### config.mk
export PLATFORM = sky130hd
export DESIGN_NAME = htw_place
export DESIGN_NICKNAME = d
export VERILOG_FILES = /design/src/htw_pkg.sv /design/src/htw_place.sv
export SDC_FILE = /design/constraint.sdc
export NUM_CORES = 1
export LEC_CHECK = 0
export BUFFER_PORTS_ARGS = -buffer_cell sky130_fd_sc_hd__clkbuf_2
export CORE_MARGIN = 3
export CORE_UTILIZATION = 37
export DETAILED_ROUTE_END_ITERATION = 7
export PLACE_DENSITY_LB_ADDON = 0.1
export SYNTH_ARGS = -nofsm -noshare
export SYNTH_HDL_FRONTEND = slang
export SYNTH_SLANG_ARGS = --single-unit
### constraint.sdc
create_clock -name vclk -period 3.2
set_clock_uncertainty 0.2 [all_clocks]
set_input_delay 0 -clock vclk [all_inputs]
set_output_delay 0 -clock vclk [all_outputs]
set_load 0.02 [all_outputs]
### src/htw_pkg.sv
// package for the hierarchical timer wheel: sizes, codes, sequencer states
// and the result id helper; no dependencies
package htw_pkg;

    localparam int L1_BITS   = 8;
    localparam int LV_BITS   = 6;
    localparam int POOL_SIZE = 32;
    localparam int L1_SLOTS  = 1 << L1_BITS;
    localparam int LV_SLOTS  = 1 << LV_BITS;
    localparam int NUM_SLOTS = L1_SLOTS + 4 * LV_SLOTS;
    localparam int SLOT_W    = $clog2(NUM_SLOTS);
    localparam int ID_W      = $clog2(POOL_SIZE);
    localparam int LINK_W    = $clog2(POOL_SIZE + 1);

    localparam logic [1:0] FN_ARM    = 2'd0;
    localparam logic [1:0] FN_TICK   = 2'd1;
    localparam logic [1:0] FN_CANCEL = 2'd2;

    localparam logic [1:0] MODE_FOREVER = 2'd1;
    localparam logic [1:0] MODE_COUNTED = 2'd2;
    localparam logic [1:0] MODE_BAD     = 2'd3;

    localparam logic [2:0] ST_ARMED     = 3'd0;
    localparam logic [2:0] ST_BAD_TO    = 3'd1;
    localparam logic [2:0] ST_BAD_MODE  = 3'd2;
    localparam logic [2:0] ST_FULL      = 3'd3;
    localparam logic [2:0] ST_EXPIRED   = 3'd4;
    localparam logic [2:0] ST_DONE      = 3'd5;
    localparam logic [2:0] ST_CANCELLED = 3'd6;

    typedef enum logic [4:0] {
        S_CLEAR, S_IDLE, S_TICK, S_CAS_RD, S_CAS_CLR, S_CAS_NEXT,
        S_FI_RD, S_FI_CLR, S_FI_NEXT, S_FI_UPD,
        S_PL_RD, S_PL_APPLY, S_PL_LINK,
        S_UN_RD, S_UN_AP, S_UN_P, S_UN_N, S_EMIT
    } t_state;

    function automatic logic [4:0] f_rid(input logic [ID_W-1:0] id);
        logic [ID_W+4:0] tmp;
        tmp = {5'b0, id};
        return tmp[4:0];
    endfunction

endpackage

### src/htw_place.sv
// slot selection for placing a timer on the wheel
// uses htw_pkg sizes
module htw_place (
    input  logic [31:0]                 i_expiry,
    input  logic [31:0]                 i_tick,
    output logic [htw_pkg::SLOT_W-1:0]  o_slot
);
    import htw_pkg::*;

    logic [31:0] d;
    logic [63:0] d64;
    logic [63:0] e64;
    logic [63:0] lim;
    logic [63:0] ee;
    logic        found;

    assign d   = i_expiry - i_tick;
    assign d64 = {32'b0, d};
    assign e64 = {32'b0, i_expiry};

    always_comb begin
        o_slot = SLOT_W'(e64[L1_BITS-1:0]);
        found  = 1'b0;
        lim    = '0;
        ee     = e64;
        if (d64 >= (64'd1 << L1_BITS)) begin
            for (int k = 0; k < 4; k++) begin
                lim = 64'd1 << (L1_BITS + k * LV_BITS + LV_BITS);
                if (!found && (d64 < lim || k == 3)) begin
                    found = 1'b1;
                    // too far for the wheel: park at the farthest slot
                    ee = (d64 >= lim) ? {32'b0, i_tick + lim[31:0] - 32'd1} : e64;
                    o_slot = SLOT_W'(L1_SLOTS + k * LV_SLOTS)
                           + SLOT_W'((ee >> (L1_BITS + k * LV_BITS)) & 64'(LV_SLOTS - 1));
                end
            end
        end
    end

endmodule
==> summary.txt <==
Logic synthesis
  • Synth top area cells: ha_1, a21oi_1, inv_1
  • Sequential fraction of the synthesis area: 0%
  • Yosys top cell by area: ha_1
  • Commonest cells post-synth: inv_1, a21oi_1, ha_1, nand2_1, o21ai_0
  • Synth warnings: 0
  • Post-synth top area share: 15.7%
  • Netlist cell types: between 60 and 70
  • Post-synthesis instance total: about 370
  • Cell Area, Synth: roughly 2500 um2
  • Avg Synthesized Cell Area: 6.68 um2
  • Count leader, synth: inv_1
  • Mapped Nets: 465

Routing
  • Drt drc: 0
  • Total number of vias: ~3.3k
  • Antenna viol nets, final: 0
  • Met2 WL: 4350 um
  • Uppermost layer routed: met4
  • WL met1: 4120 um
  • Met3 wire len: 467 um
  • DR vias/cell: 5.49
  • Total wire length: 9160 um
  • DR pass1 iterations: 4
  • WL per Instance: 15.4 um
  • DRT iter0 DRCs: ~160

Die
  • Core region area: 6390 um2
  • Die height: slightly below 90 um
  • Initial Utilization: 38.6%
  • Die W: 87.6 um
  • Die ar.: 7670 um2
  • Io pins: 73
  • Row Count: 29

CTS
  • Post-CTS Hold Buffers: 0

Layout
  • Layout clock buffer count: 0
  • Design Area, Final: about 3700 um2
  • Ant. Diodes: 0
  • Reg area: 0 um2
  • Synthesis-to-layout area growth: 51.4%
  • Ratio of cells with drive above 1 in the final layout: around two fifths
  • Sequential cells: 0
  • Multi-input gate area: about 2300 um2
  • Final net count: 616
  • # fillers: 611

STA
  • Fin crit period: ~3.2 ns
  • Final worst setup slack: -0.0179 ns
  • Max_slew headroom: 73.2%
  • Setup_tns: -0.0278 ns
  • Max Slew Vio Count: 0
  • Hold Vio Cnt, Final: 0
  • Fmax achieved: between 300 and 400 MHz
  • Worst-Margin Slew: 0.398 ns
  • # setup viols final: 2
  • RSZ-0062 raised after global routing: true
  • Tcrit/Tclk final: 101%

Outcome
  • Violated checks: setup timing
  • Status: complete, but fails checks

Power and ir drop
  • Clk pwr share: 0%
  • Worst vdd ir: 0.0000902 V
  • P_sw: 0.000368 W
  • Overall power: 0.000716 W
  • Sw frac: 51.4%
  • PwrDens: 192 nW/um2
  • Reg power frac: 0%
  • Int Power: between 0.0003 and 0.0004 W
  • Lkg Pwr: roughly 1.9 nW
  • Logic pwr share: 100.0%

Setup path
  • Worst-path fanout max: 6
  • CP required: 3.00 ns
  • Worst setup SP type: input pin
  • CP Capture Type: primary output
  • Worst EP arrival: approximately 3.0 ns
  • Worst Setup SP: i_expiry[0]
  • Crit Path Class: input pin to primary output

Global route
  • GRT overflow: 0
  • Largest net degree at the start of global routing: 13
  • First-pass GRT wire length: 14,400 um
  • Gr usage total: between 20% and 30%
  • Initial antenna violation count: 0
  • Number of global-route vias before repair: 3,122

Worst hold path
  • Beginning of the worst hold path: i_expiry[30]
  • Hold crit path type: input pin to primary output
  • Number of cells on the worst hold path: 4
  • Hold Path End: o_slot[4]

Placement
  • Number of buffers added on ports: 73
  • DPL Wire Length: 8080 um
  • Area after DPL: 3560 um2
  • GPL Wtd Cong: 0.934

Run
  • MaxCap Viol Count: 0
## cell usage in the layout, fill, tap and decap left out, types with 3 or more instances in the layout
master / n
a211o_1: 4
a211oi_1: 7
a211oi_2: 3
a21o_1: 8
a21oi_1: 34
a21oi_2: 3
a221oi_1: 3
a31oi_1: 6
a31oi_4: 3
a41oi_1: 3
and2_1: 8
and3_1: 5
buf_4: 93
buf_6: 3
buf_8: 3
clkbuf_2: 65
ha_1: 29
inv_1: 40
mux2_2: 6
mux2_4: 4
nand2_1: 28
nand3_1: 11
nand3_2: 3
nand4_1: 13
nor2_1: 14
nor2b_1: 3
nor3_1: 8
o211a_1: 3
o211ai_1: 8
o21ai_0: 25
o21ai_1: 7
o21bai_1: 5
or3_1: 5
xnor2_1: 9
xor2_1: 3
## worst max-delay path by stage
| stage | endpoint | cells past startpoint |
|---|---|---|
| after floorplan | o_slot[1] | 14 |
| after global placement | o_slot[3] | 15 |
| after detailed placement | o_slot[3] | 15 |
| after CTS | o_slot[1] | 15 |
| after global routing | o_slot[2] | 16 |
| final | o_slot[2] | 16 |
## routing by layer
| layer | vias up | global-route usage [%] |
|---|---|---|
| met5 | - | 0 |
| met4 | 0 | 5.44 |
| met3 | 18 | 1.03 |
| met2 | 113 | 41.2 |
| met1 | 1436 | 31.1 |
| li1 | 1700 | - |
## cell type report
cell class         instances  area share (%)
inverters                 42            4.29
multi-input cells        310            62.9
well taps                 77            2.58
repair buffers           166            30.2
## worst max-delay path: stages
cell and delay (ns):
buf_6 0.10, inv_4 0.04, ha_4 0.12, inv_2 0.04, fa_2 0.39, a211oi_2 0.28
o211ai_1 0.16, a211oi_2 0.30, buf_4 0.17, o211ai_1 0.09, xnor2_1 0.16, a211oi_2 0.24
and3_4 0.29, mux2_4 0.31, a31oi_1 0.17, buf_4 0.16
## logic make-up after synthesis
| logic type | Yosys count | share of synthesized area, % |
|---|---|---|
| AO/OA/AOI/OAI | 140 | 38.3 |
| AND/OR/NAND/NOR | 115 | 25.4 |
| buffers and inverters | 59 | 10.5 |
| adder cells (fa/ha/maj) | 32 | 16.6 |
| XOR/XNOR | 13 | 4.62 |
| multiplexers | 10 | 4.57 |
## power by group through the flow
stage / sequential, W / combinational, W / clock [W]
after floorplan: 0 / 0.000392 / 0
after global placement: 0 / 0.000668 / 0
after detailed placement: 0 / 0.000671 / 0
after CTS: 0 / 0.000697 / 0
after global routing: 0 / 0.000785 / 0
final: 0 / 0.000716 / 0
## stage by stage
stage	utilization [%]	hold WS, ns	worst slack [ns]	std cells
3_3_place_gp	55.8	0.214	-0.265	594
6_report	58.4	0.223	-0.0179	595
4_1_cts	57.3	0.232	-0.0129	594
5_1_grt	58.4	0.243	-0.223	595
3_5_place_dp	55.8	0.221	-0.331	594
2_1_floorplan	-	-0.000193	-0.0164	369
## what timing repair did
action / in CTS / in global routing
setup buffers: 0 / 1
hold endpoints to repair: 0 / 0
endpoints found under the setup margin: 9 / 9
pin swaps: 12 / 16
gates cloned: 0 / 0
gates resized for setup: 23 / 21
(Power assumes the default switching activity.)
